$ cat src/hdl/tss_pkg.sv
// shared types, codes and constants of the turbine start/stop sequencer
package tss_pkg;

  localparam int unsigned FuncW    = 3;
  localparam int unsigned TickW    = 10;
  localparam int unsigned ModeW    = 3;
  localparam int unsigned SpeedW   = 15;
  localparam int unsigned TempW    = 16;
  localparam int unsigned RateW    = 15;
  localparam int unsigned ElapsedW = 17;
  localparam int unsigned CfgIdxW  = 4;
  localparam int unsigned CfgDataW = 17;

  // mode codes as seen on the result channel
  localparam logic [ModeW-1:0] MODE_CODE_OFF      = 3'd0;
  localparam logic [ModeW-1:0] MODE_CODE_STARTING = 3'd1;
  localparam logic [ModeW-1:0] MODE_CODE_RUNNING  = 3'd2;
  localparam logic [ModeW-1:0] MODE_CODE_STOPPING = 3'd3;
  localparam logic [ModeW-1:0] MODE_CODE_FAULT    = 3'd4;

  typedef enum logic [4:0] {
    MODE_OFF      = 5'b00001,
    MODE_STARTING = 5'b00010,
    MODE_RUNNING  = 5'b00100,
    MODE_STOPPING = 5'b01000,
    MODE_FAULT    = 5'b10000
  } mode_e;

  typedef enum logic [FuncW-1:0] {
    FUNC_TICK      = 3'd0,
    FUNC_START     = 3'd1,
    FUNC_STOP      = 3'd2,
    FUNC_SET_BLEED = 3'd3,
    FUNC_SET_GEN   = 3'd4
  } func_e;

  typedef enum logic [CfgIdxW-1:0] {
    CFG_RUNNING_SPEED   = 4'd0,
    CFG_SPEED_RATE      = 4'd1,
    CFG_START_DURATION  = 4'd2,
    CFG_RUNNING_TEMP    = 4'd3,
    CFG_OFF_TEMP        = 4'd4,
    CFG_TEMP_RATE       = 4'd5,
    CFG_OVERSPEED_LIMIT = 4'd6,
    CFG_OVERTEMP_LIMIT  = 4'd7
  } cfg_idx_e;

  // register reset values
  localparam logic [SpeedW-1:0]        RST_RUNNING_SPEED   = 15'd25600;
  localparam logic [RateW-1:0]         RST_SPEED_RATE      = 15'd427;
  localparam logic [ElapsedW-1:0]      RST_START_DURATION  = 17'd61440;
  localparam logic signed [TempW-1:0]  RST_RUNNING_TEMP    = 16'sd6400;
  localparam logic signed [TempW-1:0]  RST_OFF_TEMP        = 16'sd240;
  localparam logic [RateW-1:0]         RST_TEMP_RATE       = 15'd960;
  localparam logic [SpeedW-1:0]        RST_OVERSPEED_LIMIT = 15'd27392;
  localparam logic signed [TempW-1:0]  RST_OVERTEMP_LIMIT  = 16'sd11200;

  // clamp and threshold values
  localparam logic signed [TempW-1:0]  SPEED_MAX      = 16'sd30720;
  localparam logic signed [TempW-1:0]  SPEED_STOP_THR = 16'sd256;
  localparam logic signed [TempW-1:0]  TEMP_MIN       = -16'sd960;
  localparam logic signed [TempW-1:0]  TEMP_MAX       = 16'sd19200;
  localparam logic [ElapsedW-1:0]      ELAPSED_MAX    = 17'd131071;

  function automatic logic [ModeW-1:0] mode_code(mode_e m);
    logic [ModeW-1:0] c;
    unique case (m)
      MODE_OFF:      c = MODE_CODE_OFF;
      MODE_STARTING: c = MODE_CODE_STARTING;
      MODE_RUNNING:  c = MODE_CODE_RUNNING;
      MODE_STOPPING: c = MODE_CODE_STOPPING;
      MODE_FAULT:    c = MODE_CODE_FAULT;
      default:       c = MODE_CODE_OFF;
    endcase
    return c;
  endfunction

endpackage

$ cat src/hdl/tss_if.sv
// handshake channels of the sequencer: command input, result output, register write
interface tss_in_if;
  logic                          valid;
  logic                          ready;
  logic [tss_pkg::FuncW-1:0]     func;
  logic [tss_pkg::TickW-1:0]     tick_length;
  logic                          switch_on;

  modport source (output valid, output func, output tick_length, output switch_on,
                  input ready);
  modport sink   (input valid, input func, input tick_length, input switch_on,
                  output ready);
endinterface

interface tss_out_if;
  logic                              valid;
  logic                              ready;
  logic [tss_pkg::ModeW-1:0]         mode;
  logic [tss_pkg::SpeedW-1:0]        speed;
  logic signed [tss_pkg::TempW-1:0]  exhaust_temp;
  logic                              bleed_available;
  logic                              power_available;
  logic                              fault_latched;

  modport source (output valid, output mode, output speed, output exhaust_temp,
                  output bleed_available, output power_available, output fault_latched,
                  input ready);
  modport sink   (input valid, input mode, input speed, input exhaust_temp,
                  input bleed_available, input power_available, input fault_latched,
                  output ready);
endinterface

interface tss_cfg_if;
  logic                          valid;
  logic                          ready;
  logic [tss_pkg::CfgIdxW-1:0]   index;
  logic [tss_pkg::CfgDataW-1:0]  data;

  modport source (output valid, output index, output data, input ready);
  modport sink   (input valid, input index, input data, output ready);
endinterface

$ cat src/hdl/turbine_start_stop_sequencer_top.sv
// Turbine start/stop sequencer: takes one command or tick per cycle and returns the
// resulting mode, speed, exhaust temperature and status. An accepted item is held in an
// input register while the whole state update (two 15x10 ramp products, the mode
// transition, clamping and the overspeed/overtemperature check) is done in a single pass;
// the new state is then taken into the result register, which drives the output channel.
// One item is accepted per cycle as long as results are taken; the result register stalls
// the input register, and the input register stalls the input channel. Register writes are
// taken in every cycle and should be issued only while no item is in flight.
module turbine_start_stop_sequencer_top (
  input  logic          clk_i,
  input  logic          rst_ni,
  tss_in_if.sink        in_i,
  tss_cfg_if.sink       cfg_i,
  tss_out_if.source     out_o
);

  // configuration registers
  logic [tss_pkg::SpeedW-1:0]        running_speed_q;
  logic [tss_pkg::RateW-1:0]         speed_rate_q;
  logic [tss_pkg::ElapsedW-1:0]      start_duration_q;
  logic signed [tss_pkg::TempW-1:0]  running_temp_q;
  logic signed [tss_pkg::TempW-1:0]  off_temp_q;
  logic [tss_pkg::RateW-1:0]         temp_rate_q;
  logic [tss_pkg::SpeedW-1:0]        overspeed_limit_q;
  logic signed [tss_pkg::TempW-1:0]  overtemp_limit_q;

  // input register
  logic                         in_valid_q;
  logic [tss_pkg::FuncW-1:0]    func_q;
  logic [tss_pkg::TickW-1:0]    tick_q;
  logic                         switch_q;

  // sequencer state, which also forms the result register
  tss_pkg::mode_e                    mode_q, mode_d;
  logic [tss_pkg::SpeedW-1:0]        speed_q, speed_d;
  logic signed [tss_pkg::TempW-1:0]  temp_q, temp_d;
  logic [tss_pkg::ElapsedW-1:0]      elapsed_q, elapsed_d;
  logic                              bleed_q, bleed_d;
  logic                              gen_q, gen_d;
  logic                              fault_q, fault_d;
  logic                              out_valid_q;

  logic                              advance;
  logic signed [tss_pkg::TempW-1:0]  spd_cur;
  logic signed [tss_pkg::TempW-1:0]  spd_tgt;
  logic signed [tss_pkg::TempW-1:0]  tmp_tgt;
  logic signed [tss_pkg::TempW-1:0]  spd_ramp;
  logic signed [tss_pkg::TempW-1:0]  tmp_ramp;
  logic signed [tss_pkg::TempW-1:0]  spd_clamp;
  logic signed [tss_pkg::TempW-1:0]  tmp_clamp;
  logic [tss_pkg::ElapsedW:0]        elapsed_sum;
  logic [tss_pkg::ElapsedW-1:0]      elapsed_sat;
  logic                              run_targets;

  // input register moves into the state once the result slot is free
  assign advance    = in_valid_q && (!out_valid_q || out_o.ready);
  assign in_i.ready = !in_valid_q || advance;
  assign cfg_i.ready = 1'b1;

  always_ff @(posedge clk_i or negedge rst_ni) begin
    if (!rst_ni) begin
      running_speed_q   <= tss_pkg::RST_RUNNING_SPEED;
      speed_rate_q      <= tss_pkg::RST_SPEED_RATE;
      start_duration_q  <= tss_pkg::RST_START_DURATION;
      running_temp_q    <= tss_pkg::RST_RUNNING_TEMP;
      off_temp_q        <= tss_pkg::RST_OFF_TEMP;
      temp_rate_q       <= tss_pkg::RST_TEMP_RATE;
      overspeed_limit_q <= tss_pkg::RST_OVERSPEED_LIMIT;
      overtemp_limit_q  <= tss_pkg::RST_OVERTEMP_LIMIT;
    end else if (cfg_i.valid) begin
      unique case (tss_pkg::cfg_idx_e'(cfg_i.index))
        tss_pkg::CFG_RUNNING_SPEED:   running_speed_q   <= cfg_i.data[tss_pkg::SpeedW-1:0];
        tss_pkg::CFG_SPEED_RATE:      speed_rate_q      <= cfg_i.data[tss_pkg::RateW-1:0];
        tss_pkg::CFG_START_DURATION:  start_duration_q  <= cfg_i.data;
        tss_pkg::CFG_RUNNING_TEMP:    running_temp_q    <= signed'(cfg_i.data[tss_pkg::TempW-1:0]);
        tss_pkg::CFG_OFF_TEMP:        off_temp_q        <= signed'(cfg_i.data[tss_pkg::TempW-1:0]);
        tss_pkg::CFG_TEMP_RATE:       temp_rate_q       <= cfg_i.data[tss_pkg::RateW-1:0];
        tss_pkg::CFG_OVERSPEED_LIMIT: overspeed_limit_q <= cfg_i.data[tss_pkg::SpeedW-1:0];
        tss_pkg::CFG_OVERTEMP_LIMIT:  overtemp_limit_q  <= signed'(cfg_i.data[tss_pkg::TempW-1:0]);
        default: ;
      endcase
    end
  end

  always_ff @(posedge clk_i or negedge rst_ni) begin
    if (!rst_ni) begin
      in_valid_q <= 1'b0;
    end else if (in_i.ready) begin
      in_valid_q <= in_i.valid;
    end
  end

  always_ff @(posedge clk_i) begin
    if (in_i.valid && in_i.ready) begin
      func_q   <= in_i.func;
      tick_q   <= in_i.tick_length;
      switch_q <= in_i.switch_on;
    end
  end

  // targets by mode
  always_comb begin
    run_targets = (mode_q == tss_pkg::MODE_STARTING) || (mode_q == tss_pkg::MODE_RUNNING);
    spd_cur     = signed'({1'b0, speed_q});
    spd_tgt     = run_targets ? signed'({1'b0, running_speed_q}) : '0;
    tmp_tgt     = run_targets ? running_temp_q : off_temp_q;
  end

  tss_ramp u_speed_ramp (
    .cur_i    (spd_cur),
    .target_i (spd_tgt),
    .rate_i   (speed_rate_q),
    .tick_i   (tick_q),
    .next_o   (spd_ramp)
  );

  tss_ramp u_temp_ramp (
    .cur_i    (temp_q),
    .target_i (tmp_tgt),
    .rate_i   (temp_rate_q),
    .tick_i   (tick_q),
    .next_o   (tmp_ramp)
  );

  always_comb begin
    mode_d    = mode_q;
    speed_d   = speed_q;
    temp_d    = temp_q;
    elapsed_d = elapsed_q;
    bleed_d   = bleed_q;
    gen_d     = gen_q;
    fault_d   = fault_q;

    elapsed_sum = {1'b0, elapsed_q} + (tss_pkg::ElapsedW + 1)'(tick_q);
    elapsed_sat = elapsed_sum[tss_pkg::ElapsedW] ? tss_pkg::ELAPSED_MAX
                                                 : elapsed_sum[tss_pkg::ElapsedW-1:0];

    // speed ramp never goes below zero, only the upper clamp matters
    spd_clamp = (spd_ramp > tss_pkg::SPEED_MAX) ? tss_pkg::SPEED_MAX : spd_ramp;
    if (tmp_ramp < tss_pkg::TEMP_MIN)      tmp_clamp = tss_pkg::TEMP_MIN;
    else if (tmp_ramp > tss_pkg::TEMP_MAX) tmp_clamp = tss_pkg::TEMP_MAX;
    else                                   tmp_clamp = tmp_ramp;

    case (tss_pkg::func_e'(func_q))
      tss_pkg::FUNC_TICK: begin
        speed_d = spd_clamp[tss_pkg::SpeedW-1:0];
        // temperature is frozen in fault shutdown
        if (mode_q != tss_pkg::MODE_FAULT) temp_d = tmp_clamp;
        unique case (mode_q)
          tss_pkg::MODE_STARTING: begin
            elapsed_d = elapsed_sat;
            if (elapsed_sat >= start_duration_q) mode_d = tss_pkg::MODE_RUNNING;
          end
          tss_pkg::MODE_STOPPING: begin
            if (spd_ramp < tss_pkg::SPEED_STOP_THR) begin
              mode_d  = tss_pkg::MODE_OFF;
              bleed_d = 1'b0;
              gen_d   = 1'b0;
            end
          end
          tss_pkg::MODE_FAULT: begin
            bleed_d = 1'b0;
            gen_d   = 1'b0;
          end
          default: ;
        endcase
        if ((spd_clamp > signed'({1'b0, overspeed_limit_q})) ||
            (temp_d > overtemp_limit_q)) begin
          mode_d  = tss_pkg::MODE_FAULT;
          fault_d = 1'b1;
        end
      end
      tss_pkg::FUNC_START: begin
        if (mode_q == tss_pkg::MODE_OFF) begin
          mode_d    = tss_pkg::MODE_STARTING;
          elapsed_d = '0;
        end
      end
      tss_pkg::FUNC_STOP: begin
        if (run_targets) mode_d = tss_pkg::MODE_STOPPING;
      end
      tss_pkg::FUNC_SET_BLEED: bleed_d = switch_q;
      tss_pkg::FUNC_SET_GEN:   gen_d   = switch_q;
      default: ;
    endcase
  end

  always_ff @(posedge clk_i or negedge rst_ni) begin
    if (!rst_ni) begin
      mode_q      <= tss_pkg::MODE_OFF;
      speed_q     <= '0;
      temp_q      <= tss_pkg::RST_OFF_TEMP;
      elapsed_q   <= '0;
      bleed_q     <= 1'b0;
      gen_q       <= 1'b0;
      fault_q     <= 1'b0;
      out_valid_q <= 1'b0;
    end else begin
      if (advance) begin
        mode_q    <= mode_d;
        speed_q   <= speed_d;
        temp_q    <= temp_d;
        elapsed_q <= elapsed_d;
        bleed_q   <= bleed_d;
        gen_q     <= gen_d;
        fault_q   <= fault_d;
      end
      if (advance) begin
        out_valid_q <= 1'b1;
      end else if (out_o.ready) begin
        out_valid_q <= 1'b0;
      end
    end
  end

  // state holds while a result waits, so it drives the result channel directly
  assign out_o.valid           = out_valid_q;
  assign out_o.mode            = tss_pkg::mode_code(mode_q);
  assign out_o.speed           = speed_q;
  assign out_o.exhaust_temp    = temp_q;
  assign out_o.bleed_available = (mode_q == tss_pkg::MODE_RUNNING) && bleed_q;
  assign out_o.power_available = (mode_q == tss_pkg::MODE_RUNNING) && gen_q;
  assign out_o.fault_latched   = fault_q;

endmodule

$ cat src/hdl/tss_ramp.sv
// rate-limited move of a signed value toward a target over one tick
module tss_ramp (
  input  logic signed [tss_pkg::TempW-1:0] cur_i,
  input  logic signed [tss_pkg::TempW-1:0] target_i,
  input  logic [tss_pkg::RateW-1:0]        rate_i,
  input  logic [tss_pkg::TickW-1:0]        tick_i,
  output logic signed [tss_pkg::TempW-1:0] next_o
);

  localparam int unsigned ProdW = tss_pkg::RateW + tss_pkg::TickW;
  localparam int unsigned DiffW = tss_pkg::TempW + 1;

  logic [ProdW-1:0]        prod;
  logic [tss_pkg::RateW-1:0] step;
  logic signed [DiffW-1:0] cur_x;
  logic signed [DiffW-1:0] tgt_x;
  logic signed [DiffW-1:0] step_x;
  logic signed [DiffW-1:0] diff_up;
  logic signed [DiffW-1:0] diff_dn;

  always_comb begin
    prod    = ProdW'(rate_i) * ProdW'(tick_i);
    // per-second rate times tick in 1/1024 s, truncated
    step    = prod[ProdW-1:tss_pkg::TickW];
    cur_x   = {cur_i[tss_pkg::TempW-1], cur_i};
    tgt_x   = {target_i[tss_pkg::TempW-1], target_i};
    step_x  = signed'({{(DiffW - tss_pkg::RateW){1'b0}}, step});
    diff_up = tgt_x - cur_x;
    diff_dn = cur_x - tgt_x;
    next_o  = target_i;
    // the stepped value lies between cur and target, so it fits
    if (tgt_x > cur_x) begin
      if (diff_up > step_x) next_o = tss_pkg::TempW'(cur_x + step_x);
    end else begin
      if (diff_dn > step_x) next_o = tss_pkg::TempW'(cur_x - step_x);
    end
  end

endmodule

$ cat src/flat_wrapper.sv
// flat-port wrapper written by rule: the top's interface ports become plain ports
module turbine_start_stop_sequencer_top_flat 
  (clk_i, rst_ni, in_i_valid, in_i_func, in_i_tick_length, in_i_switch_on, in_i_ready, cfg_i_valid, cfg_i_index, cfg_i_data, cfg_i_ready, out_o_valid, out_o_mode, out_o_speed, out_o_exhaust_temp, out_o_bleed_available, out_o_power_available, out_o_fault_latched, out_o_ready);
  tss_in_if in_i_i ();
  tss_cfg_if cfg_i_i ();
  tss_out_if out_o_i ();
  input  logic clk_i;
  input  logic rst_ni;
  input wire logic [$bits(in_i_i.valid)-1:0] in_i_valid;
  input wire logic [$bits(in_i_i.func)-1:0] in_i_func;
  input wire logic [$bits(in_i_i.tick_length)-1:0] in_i_tick_length;
  input wire logic [$bits(in_i_i.switch_on)-1:0] in_i_switch_on;
  output wire logic [$bits(in_i_i.ready)-1:0] in_i_ready;
  input wire logic [$bits(cfg_i_i.valid)-1:0] cfg_i_valid;
  input wire logic [$bits(cfg_i_i.index)-1:0] cfg_i_index;
  input wire logic [$bits(cfg_i_i.data)-1:0] cfg_i_data;
  output wire logic [$bits(cfg_i_i.ready)-1:0] cfg_i_ready;
  output wire logic [$bits(out_o_i.valid)-1:0] out_o_valid;
  output wire logic [$bits(out_o_i.mode)-1:0] out_o_mode;
  output wire logic [$bits(out_o_i.speed)-1:0] out_o_speed;
  output wire logic [$bits(out_o_i.exhaust_temp)-1:0] out_o_exhaust_temp;
  output wire logic [$bits(out_o_i.bleed_available)-1:0] out_o_bleed_available;
  output wire logic [$bits(out_o_i.power_available)-1:0] out_o_power_available;
  output wire logic [$bits(out_o_i.fault_latched)-1:0] out_o_fault_latched;
  input wire logic [$bits(out_o_i.ready)-1:0] out_o_ready;
  assign in_i_i.valid = in_i_valid;
  assign in_i_i.func = in_i_func;
  assign in_i_i.tick_length = in_i_tick_length;
  assign in_i_i.switch_on = in_i_switch_on;
  assign in_i_ready = in_i_i.ready;
  assign cfg_i_i.valid = cfg_i_valid;
  assign cfg_i_i.index = cfg_i_index;
  assign cfg_i_i.data = cfg_i_data;
  assign cfg_i_ready = cfg_i_i.ready;
  assign out_o_valid = out_o_i.valid;
  assign out_o_mode = out_o_i.mode;
  assign out_o_speed = out_o_i.speed;
  assign out_o_exhaust_temp = out_o_i.exhaust_temp;
  assign out_o_bleed_available = out_o_i.bleed_available;
  assign out_o_power_available = out_o_i.power_available;
  assign out_o_fault_latched = out_o_i.fault_latched;
  assign out_o_i.ready = out_o_ready;
  turbine_start_stop_sequencer_top u_core (.clk_i(clk_i), .rst_ni(rst_ni), .in_i(in_i_i), .cfg_i(cfg_i_i), .out_o(out_o_i));
endmodule
$ cat config.mk
export PLATFORM = sky130hd
export DESIGN_NAME = turbine_start_stop_sequencer_top_flat
export DESIGN_NICKNAME = d
export VERILOG_FILES = /design/src/hdl/tss_pkg.sv /design/src/hdl/tss_if.sv /design/src/hdl/turbine_start_stop_sequencer_top.sv /design/src/hdl/tss_ramp.sv /design/src/flat_wrapper.sv
export SDC_FILE = /design/constraint.sdc
export NUM_CORES = 1
export LEC_CHECK = 0
export BUFFER_PORTS_ARGS = -buffer_cell sky130_fd_sc_hd__buf_2
export CORE_UTILIZATION = 60
export CTS_BUF_LIST = sky130_fd_sc_hd__clkbuf_8
export DETAILED_ROUTE_END_ITERATION = 10
export PLACE_DENSITY = 0.77
export SLEW_MARGIN = 15
export SYNTH_ARGS = -nofsm -noshare
export SYNTH_HDL_FRONTEND = slang
export SYNTH_SLANG_ARGS = --single-unit
export TNS_END_PERCENT = 100
$ cat constraint.sdc
create_clock -name clk_i -period 35 [get_ports clk_i]
set_input_delay 3.5 -clock clk_i [delete_from_list [all_inputs] [get_ports clk_i]]
set_output_delay 3.5 -clock clk_i [all_outputs]
set_load 0.01 [all_outputs]
# ---- Word level (Yosys, flattened, before mapping)
# Index checks and enable logic that the tools add are counted.
# W data, S select, Z words.
dict set report word_totals {
  input_bits 40
  output_inout_bits 40
  wordCells 131
  ff_bits 197
}
dict set report op_classes {
  addsub 9
  order_cmp 13
  n_mux 31
  n_reduce_logical 31
  multipliers 2
  eq_ne 25
}
# op n
set op_table {}
lappend op_table {{$mux W16} 12}
lappend op_table {{$gt A17 B16 Y1} 4}
lappend op_table {{$sub A16 B16 Y17} 4}
lappend op_table {{$gt A16 B16 Y1} 4}
lappend op_table {{$mux W17} 3}
lappend op_table {{$mul A15 B10 Y25} 2}
lappend op_table {{$pmux W17 S2} 1}
lappend op_table {{$gt A16 B16 Y1 const B} 2}
lappend op_table {{$mux W5} 5}
lappend op_table {{$add A17 B10 Y18} 1}
lappend op_table {{$reduce_and A2 Y1} 9}
lappend op_table {{$ge A17 B17 Y1} 1}
lappend op_table {{$add A15 B15 Y16} 1}
lappend op_table {{$add A16 B16 Y16} 1}
lappend op_table {{$eq A4 B3 Y1 const B} 4}
lappend op_table {{$lt A16 B10 Y1 const B} 1}
lappend op_table {{$lt A16 B11 Y1 const B} 1}
lappend op_table {{$sub A15 B15 Y16} 1}
lappend op_table {{$sub A16 B16 Y16} 1}
lappend op_table {{$mux W15} 1}
lappend op_table {{$pmux W5 S3} 1}
lappend op_table {{$pmux W3 S4} 1}
lappend op_table {{$reduce_and A4 Y1} 3}
lappend op_table {{$pmux W5 S2} 1}
lappend op_table {{27 further kinds} 46}

# ---- Logic depth before layout (Yosys ltp)
dict set report logic_depth {
  ltp_word 16
  mapped_depth 60
  depth_no_buf 56
}

# ---- Cells and area by module
# Synthesis repeated with hierarchy kept, for this count alone.
dict set report hier_totals {
  cells_unflattened 3103
  hier_area_um2 27426.3
}
# mod area_per_inst_um2 cells_per_inst seq_area_each_um2 n_inst
set by_module_without_submodules {}
lappend by_module_without_submodules {turbine_start_stop_sequencer_top 10179.8 919 5049.8 1}
lappend by_module_without_submodules {{tss_ramp (u_core.u_speed_ramp)} 8918.6 1151 0.0 1}
lappend by_module_without_submodules {{tss_ramp (u_core.u_temp_ramp)} 8328.0 1033 0.0 1}

# ---- Worst setup path after synthesis
# Ideal clock, no wire load.
dict set report synth_path {
  path_type {register to register}
  startpoint {register u_core.tick_q[1] (netlist bit)}
  endpoint {register u_core.mode_q[2]}
  setup_time_ps 125
  path_buffers 2
  arrival_ps 12179
  slack_ps 22696
  stages_incl_launch_ff 52
  required_time_ps 34875
  period_less_slack_ps 12304
  path_cell_list {edfxtp_1 -> clkbuf_1 -> buf_1 -> nand2_1 -> fa_1 -> inv_1 -> fa_1 -> ha_1 -> fa_1 -> inv_1 -> fa_1 -> inv_1 -> ha_1 -> a21o_1 -> a21o_1 -> a21o_1 -> a21oi_1 -> nor2b_1 -> [16 not listed] -> nand4_1 -> and2_1 -> ha_1 -> nor2b_1 -> o21a_1 -> o21a_1 -> o21a_1 -> o21a_1 -> o21ai_0 -> nand2b_1 -> a21oi_1 -> o21ai_0 -> a21o_1 -> a211o_1 -> a31o_2 -> a211oi_1 -> a211oi_2 -> mux2_2}
}
dict set report synth_between {
  word_cells_on_any_way 37
  cone_classes {5 x add/sub; 2 x mul; 11 x order compare; 3 x eq/ne; 14 x mux; 2 x reduce/logical}
}
# item line_no
set synth_rtl {}
lappend synth_rtl {{from (decl)} turbine_start_stop_sequencer_top.sv:30} ;# logic [tss_pkg::TickW-1:0] tick_q;
lappend synth_rtl {{from (signal assigned)} turbine_start_stop_sequencer_top.sv:96} ;# tick_q <= in_i.tick_length;
lappend synth_rtl {{$mul A15 B10 Y25 (*)} tss_ramp.sv:22} ;# prod = ProdW'(rate_i) * ProdW'(tick_i);
lappend synth_rtl {{$sub A15 B15 Y16 (tied with other cells)} tss_ramp.sv:35} ;# if (diff_dn > step_x) next_o = tss_pkg::TempW'(cur_x - step_x);
lappend synth_rtl {{$mux W16, on equally long branches} {tss_ramp.sv:35, tss_ramp.sv:33}}
lappend synth_rtl {{$mux W16 (*)} tss_ramp.sv:32} ;# if (tgt_x > cur_x) begin
lappend synth_rtl {{$gt A16 B16 Y1} turbine_start_stop_sequencer_top.sv:139} ;# spd_clamp = (spd_ramp > tss_pkg::SPEED_MAX) ? tss_pkg::SPEED_MAX : spd_ramp;
lappend synth_rtl {{$mux W16 (*)} turbine_start_stop_sequencer_top.sv:139}
lappend synth_rtl {{via u_core.spd_clamp, one bit} turbine_start_stop_sequencer_top.sv:49} ;# logic signed [tss_pkg::TempW-1:0] spd_clamp;
lappend synth_rtl {{$gt A16 B16 Y1 (*)} turbine_start_stop_sequencer_top.sv:167} ;# if ((spd_clamp > signed'({1'b0, overspeed_limit_q})) ||
lappend synth_rtl {{$logic_or A1 B1 Y1 (*)} turbine_start_stop_sequencer_top.sv:167}
lappend synth_rtl {{$ne A4 B4 Y1 (no source line) (tied with other cells)} -}
lappend synth_rtl {{$reduce_and A7 Y1 (no source line) / $pmux W5 S3 (equally long branches)} -}
lappend synth_rtl {{to (signal assigned)} turbine_start_stop_sequencer_top.sv:190} ;# mode_q <= tss_pkg::MODE_OFF;
lappend synth_rtl {{to (signal assigned)} turbine_start_stop_sequencer_top.sv:200} ;# mode_q <= mode_d;
lappend synth_rtl {{to (decl)} turbine_start_stop_sequencer_top.sv:34} ;# tss_pkg::mode_e mode_q, mode_d;
# Mark *: on every way through the listed nets, which the timed path passes. The rest lies on a longest branch. The select of a mux whose other input is x is not followed.
# A chain may end at the register's enable or synchronous reset.

# ---- Worst setup path in the final report
dict set report layout_path {
  startpoint {register u_core.tick_q[4] (netlist bit)}
  endpoint {register u_core.mode_q[2]}
}
# The elaborated chain is that of the path after synthesis.

==> metrics.log <==
INFO  metric worst_clock_skew = ~0.034 ns
INFO  metric io_pins = 80
INFO  metric final.period_utilization = 0.403
INFO  metric origin_of_the_worst_min_delay_path = u_core.out_o.fault_latched
INFO  metric setup.worst_path.end_class = flip-flop
INFO  metric floorplan.die_area = between 40000 and 50000 sq um
INFO  metric ys_async_sr_fraction = 0.929
INFO  metric grt_max_degree = ~110
INFO  metric dominantRegCellSynth = sky130_fd_sc_hd__dfrtp_1
INFO  metric post_drt_antenna_nets = 0
INFO  metric tritoncts = done
INFO  metric core = about 45000 sq um
INFO  metric synth_cell_type_count = 105
INFO  metric worst_pin_slew = approximately 1.1 ns
INFO  metric num_vias = approximately 23k
INFO  metric yosysSeqAreaShare = 0.185
INFO  metric cts_hold_buffers = 0
INFO  metric worst_r2r_startpoint = u_core.tick_q[4]
INFO  metric crit_path_start = u_core.tick_q[4]
INFO  metric timing.critical_path.arrival = 14.50 ns
INFO  metric fin_setup_tns = 0 ns
INFO  metric ys.warnings.count = 0
INFO  metric timing_worst_setup_path_type = reg -> reg
INFO  metric final-setup-viol-count = 0
INFO  metric drt_pass1_iterations = 5
INFO  metric fillers = between 3k and 4k
INFO  metric finalMaxSlewViolations = 0
INFO  metric slew-limit-headroom = 0.243
INFO  metric dp.cells = ~3.7k
INFO  metric grt_pass1_wl = approximately 130000 um
INFO  metric synth_area_per_cell = between 8 and 9 sq um
INFO  metric vias_in_the_first_global_route = 22.9k
INFO  metric wl_per_cell = ~23 um
INFO  metric cts_inserted_buffers = 17
INFO  metric avgViaCountPerCell = approximately 6.3
INFO  metric antenna_found_initial = 9
INFO  metric tritoncts_num_sinks = a little under 200
INFO  metric clockBufferDepth = 2
INFO  metric synthesis.nets = 3707
INFO  metric hold_class = reg -> reg
INFO  metric final_util = 0.639
INFO  metric drt_iter0_markers = 2351
INFO  metric max_capacitance_violation_count = 0
INFO  metric flow.area_growth_from_synthesis = 4.36%
INFO  metric number_of_cells_produced_by_synthesis = between 3k and 4k
INFO  metric cts.repair_timing.setup_buffer_count = 0
INFO  metric detailed_placement_hpwl = slightly below 70000 um
INFO  metric die_height = approximately 220 um
INFO  metric port-buffer-count = 78
INFO  metric clockRootBuffer = sky130_fd_sc_hd__clkbuf_8
INFO  metric critical_path.max_stage_delay = 0.83 ns
INFO  metric critical_path_required = 35.41 ns
INFO  metric start_kind = flip-flop
INFO  metric cts_h_tree_lvls = 4
INFO  metric layout-drive-gt1-share = 0.109
INFO  metric design.final.nets = about 3.7k
INFO  metric globalRouteOverflowTotal = 0
INFO  metric fmax = 0.0710 GHz
INFO  metric grt_setup_unrepaired = false
INFO  metric critical_path.max_fanout = 17
INFO  metric clock_latency_reported_for_the_late_side_of_the_worst_skew_pair = 0.51 ns
INFO  metric die_width = between 200 and 250 um
INFO  metric reg2reg_setup_slack = between 20 and 25 ns
INFO  metric layout.cells.non_filler = about 3.7k
INFO  metric min_period = between 10 and 15 ns
INFO  metric floorplan.initialDensity = 0.612
INFO  metric post_synth_design_cell_area = ~27000 sq um
INFO  metric critPathSlowestCell = sky130_fd_sc_hd__nor4_1
INFO  metric hold_violations_final = 0
INFO  metric drt_drc_violations_left = 0
INFO  metric area_taken_by_flip_flops_and_latches = 5050 sq um
INFO  metric cpMostUsedCell = sky130_fd_sc_hd__o21a_1
INFO  metric synth-edff-count = 14
INFO  metric multiInputGateArea = ~20000 sq um
INFO  metric clkTransAtPathRegs = 0.13 ns
INFO  metric number_of_core_rows = between 70 and 80
INFO  metric finish.instance_area = 28500 sq um
INFO  metric place_congestion = approximately 1
INFO  metric postRouteWirelength = ~85000 um
INFO  metric postPlaceCellArea = between 20000 and 30000 sq um
INFO  metric gr-usage-all-layers = 0.371
INFO  metric ys_ff_latch = 197
INFO  metric cts_resized = 0
INFO  metric outcome = complete, no violations
==> cell type report <==
type,instances,share of cell area
multi-input cells,2363,0.707
diodes,2,0.000176
flip-flops and latches,197,0.177
clock inverters,15,0.00707
clock buffers,17,0.00821
inverters,420,0.0553
well taps,592,0.0260
repair buffers,97,0.0189
==> flip-flops by register name, indices dropped and copies added, names as in the netlist <==
name                        flops
u_core.elapsed_q               17
u_core.mode_q                   5
u_core.running_speed_q         15
u_core.switch_q                 1
u_core.temp_rate_q             15
u_core.func_q                   3
u_core.overspeed_limit_q       15
u_core.off_temp_q              16
u_core.bleed_q                  1
u_core.tick_q                  10
u_core.out_o.valid              1
u_core.out_o.speed             15
u_core.out_o.exhaust_temp      16
u_core.running_temp_q          16
u_core.overtemp_limit_q        16
u_core.gen_q                    1
u_core.start_duration_q        17
u_core.in_valid_q               1
u_core.speed_rate_q            15
u_core.out_o.fault_latched      1
==> metrics by stage <==
stage | setup WS [ns] | hold WS, ns
final | 20.91 | 0.479
after global placement | 21.73 | 0.446
after global routing | 20.18 | 0.520
after floorplan | 22.70 | 0.455
after detailed placement | 21.17 | 0.454
after CTS | 21.14 | 0.485
==> critical path: cells and delay by family (launching register included) <==
family                   cells  cell delay (ns)
XOR/XNOR                     1             0.34
AND/OR/NAND/NOR              8             2.19
flip-flops                   1             0.68
AO/OA/AOI/OAI               26             6.58
buffers and inverters        5             0.50
adder cells (fa/ha/maj)      8             3.38
multiplexers                 1             0.31
==> kinds of logic after synthesis <==
kind of cell,count (synthesis),share of synthesized area
other,1,0.000137
multiplexers,145,0.0581
flip-flops,197,0.185
buffers and inverters,553,0.0777
adder cells (fa/ha/maj),555,0.312
AO/OA/AOI/OAI,665,0.169
AND/OR/NAND/NOR,885,0.162
XOR/XNOR,112,0.0364
==> final timing paths <==
check,endpoint,cells after the start
worst min register to register,u_core.out_o.fault_latched,1
worst min-delay path,u_core.out_o.fault_latched,1
worst max register to register,u_core.mode_q[2],49
min in group asynchronous,u_core.out_o.valid,1
max in group asynchronous,u_core.speed_rate_q[13],2
worst max-delay path,u_core.mode_q[2],49
==> synth_stat cells (10+ instances only) <==
library cell	number	area (sq um)
sky130_fd_sc_hd__inv_1	420	1580
sky130_fd_sc_hd__ha_1	343	4290
sky130_fd_sc_hd__nand2_1	320	1200
sky130_fd_sc_hd__fa_1	211	4220
sky130_fd_sc_hd__and2_1	158	988
sky130_fd_sc_hd__o21ai_0	146	731
sky130_fd_sc_hd__dfrtp_1	143	3580
sky130_fd_sc_hd__a21oi_1	140	701
sky130_fd_sc_hd__nor2_1	136	510
sky130_fd_sc_hd__mux2_2	108	1220
sky130_fd_sc_hd__clkbuf_1	107	402
sky130_fd_sc_hd__xnor2_1	75	657
sky130_fd_sc_hd__a21o_1	62	465
sky130_fd_sc_hd__dfstp_2	40	1050
sky130_fd_sc_hd__mux2i_1	37	370
sky130_fd_sc_hd__nand3_1	36	180
sky130_fd_sc_hd__xor2_1	36	315
sky130_fd_sc_hd__a22o_1	35	307
sky130_fd_sc_hd__nor3_1	34	170
sky130_fd_sc_hd__nand2b_1	33	206
sky130_fd_sc_hd__o21a_1	33	248
sky130_fd_sc_hd__nor2b_1	32	200
sky130_fd_sc_hd__nand4_1	30	188
sky130_fd_sc_hd__a211oi_1	27	203
sky130_fd_sc_hd__and3_1	21	131
sky130_fd_sc_hd__o21bai_1	20	150
sky130_fd_sc_hd__or2_2	19	119
sky130_fd_sc_hd__a31oi_1	17	106
sky130_fd_sc_hd__or3_1	17	106
sky130_fd_sc_hd__o22ai_1	15	93.8
sky130_fd_sc_hd__edfxtp_1	14	420
sky130_fd_sc_hd__buf_2	13	65.1
sky130_fd_sc_hd__o211ai_1	13	97.6
sky130_fd_sc_hd__nand3b_1	10	75.1
==> per-layer routing <==
metal  vias up  wire length, um  track usage
li1      10500                -            -
met1     11700            38200        0.547
met2      1027            38000        0.577
met3       146             6640       0.0448
met4         2             2360       0.0995
met5         -               12            0
==> layout by cell type, fill, tap and decap left out, types with 20 or more instances in the layout <==
cell type and count:
sky130_fd_sc_hd__a211oi_1 27, sky130_fd_sc_hd__a21o_1 62, sky130_fd_sc_hd__a21oi_1 140, sky130_fd_sc_hd__a22o_1 35, sky130_fd_sc_hd__and2_1 158, sky130_fd_sc_hd__and3_1 21
sky130_fd_sc_hd__buf_2 77, sky130_fd_sc_hd__dfrtp_1 143, sky130_fd_sc_hd__dfstp_2 40, sky130_fd_sc_hd__fa_1 211, sky130_fd_sc_hd__ha_1 343, sky130_fd_sc_hd__inv_1 420
sky130_fd_sc_hd__mux2_2 108, sky130_fd_sc_hd__mux2i_1 37, sky130_fd_sc_hd__nand2_1 320, sky130_fd_sc_hd__nand2b_1 33, sky130_fd_sc_hd__nand3_1 36, sky130_fd_sc_hd__nand4_1 30
sky130_fd_sc_hd__nor2_1 136, sky130_fd_sc_hd__nor2b_1 32, sky130_fd_sc_hd__nor3_1 34, sky130_fd_sc_hd__o21a_1 33, sky130_fd_sc_hd__o21ai_0 146, sky130_fd_sc_hd__o21bai_1 20
sky130_fd_sc_hd__xnor2_1 75, sky130_fd_sc_hd__xor2_1 36
Power is left out: the tool's default activity adds up to more than one toggle a clock period on the data nets, which glitch-free logic cannot reach.
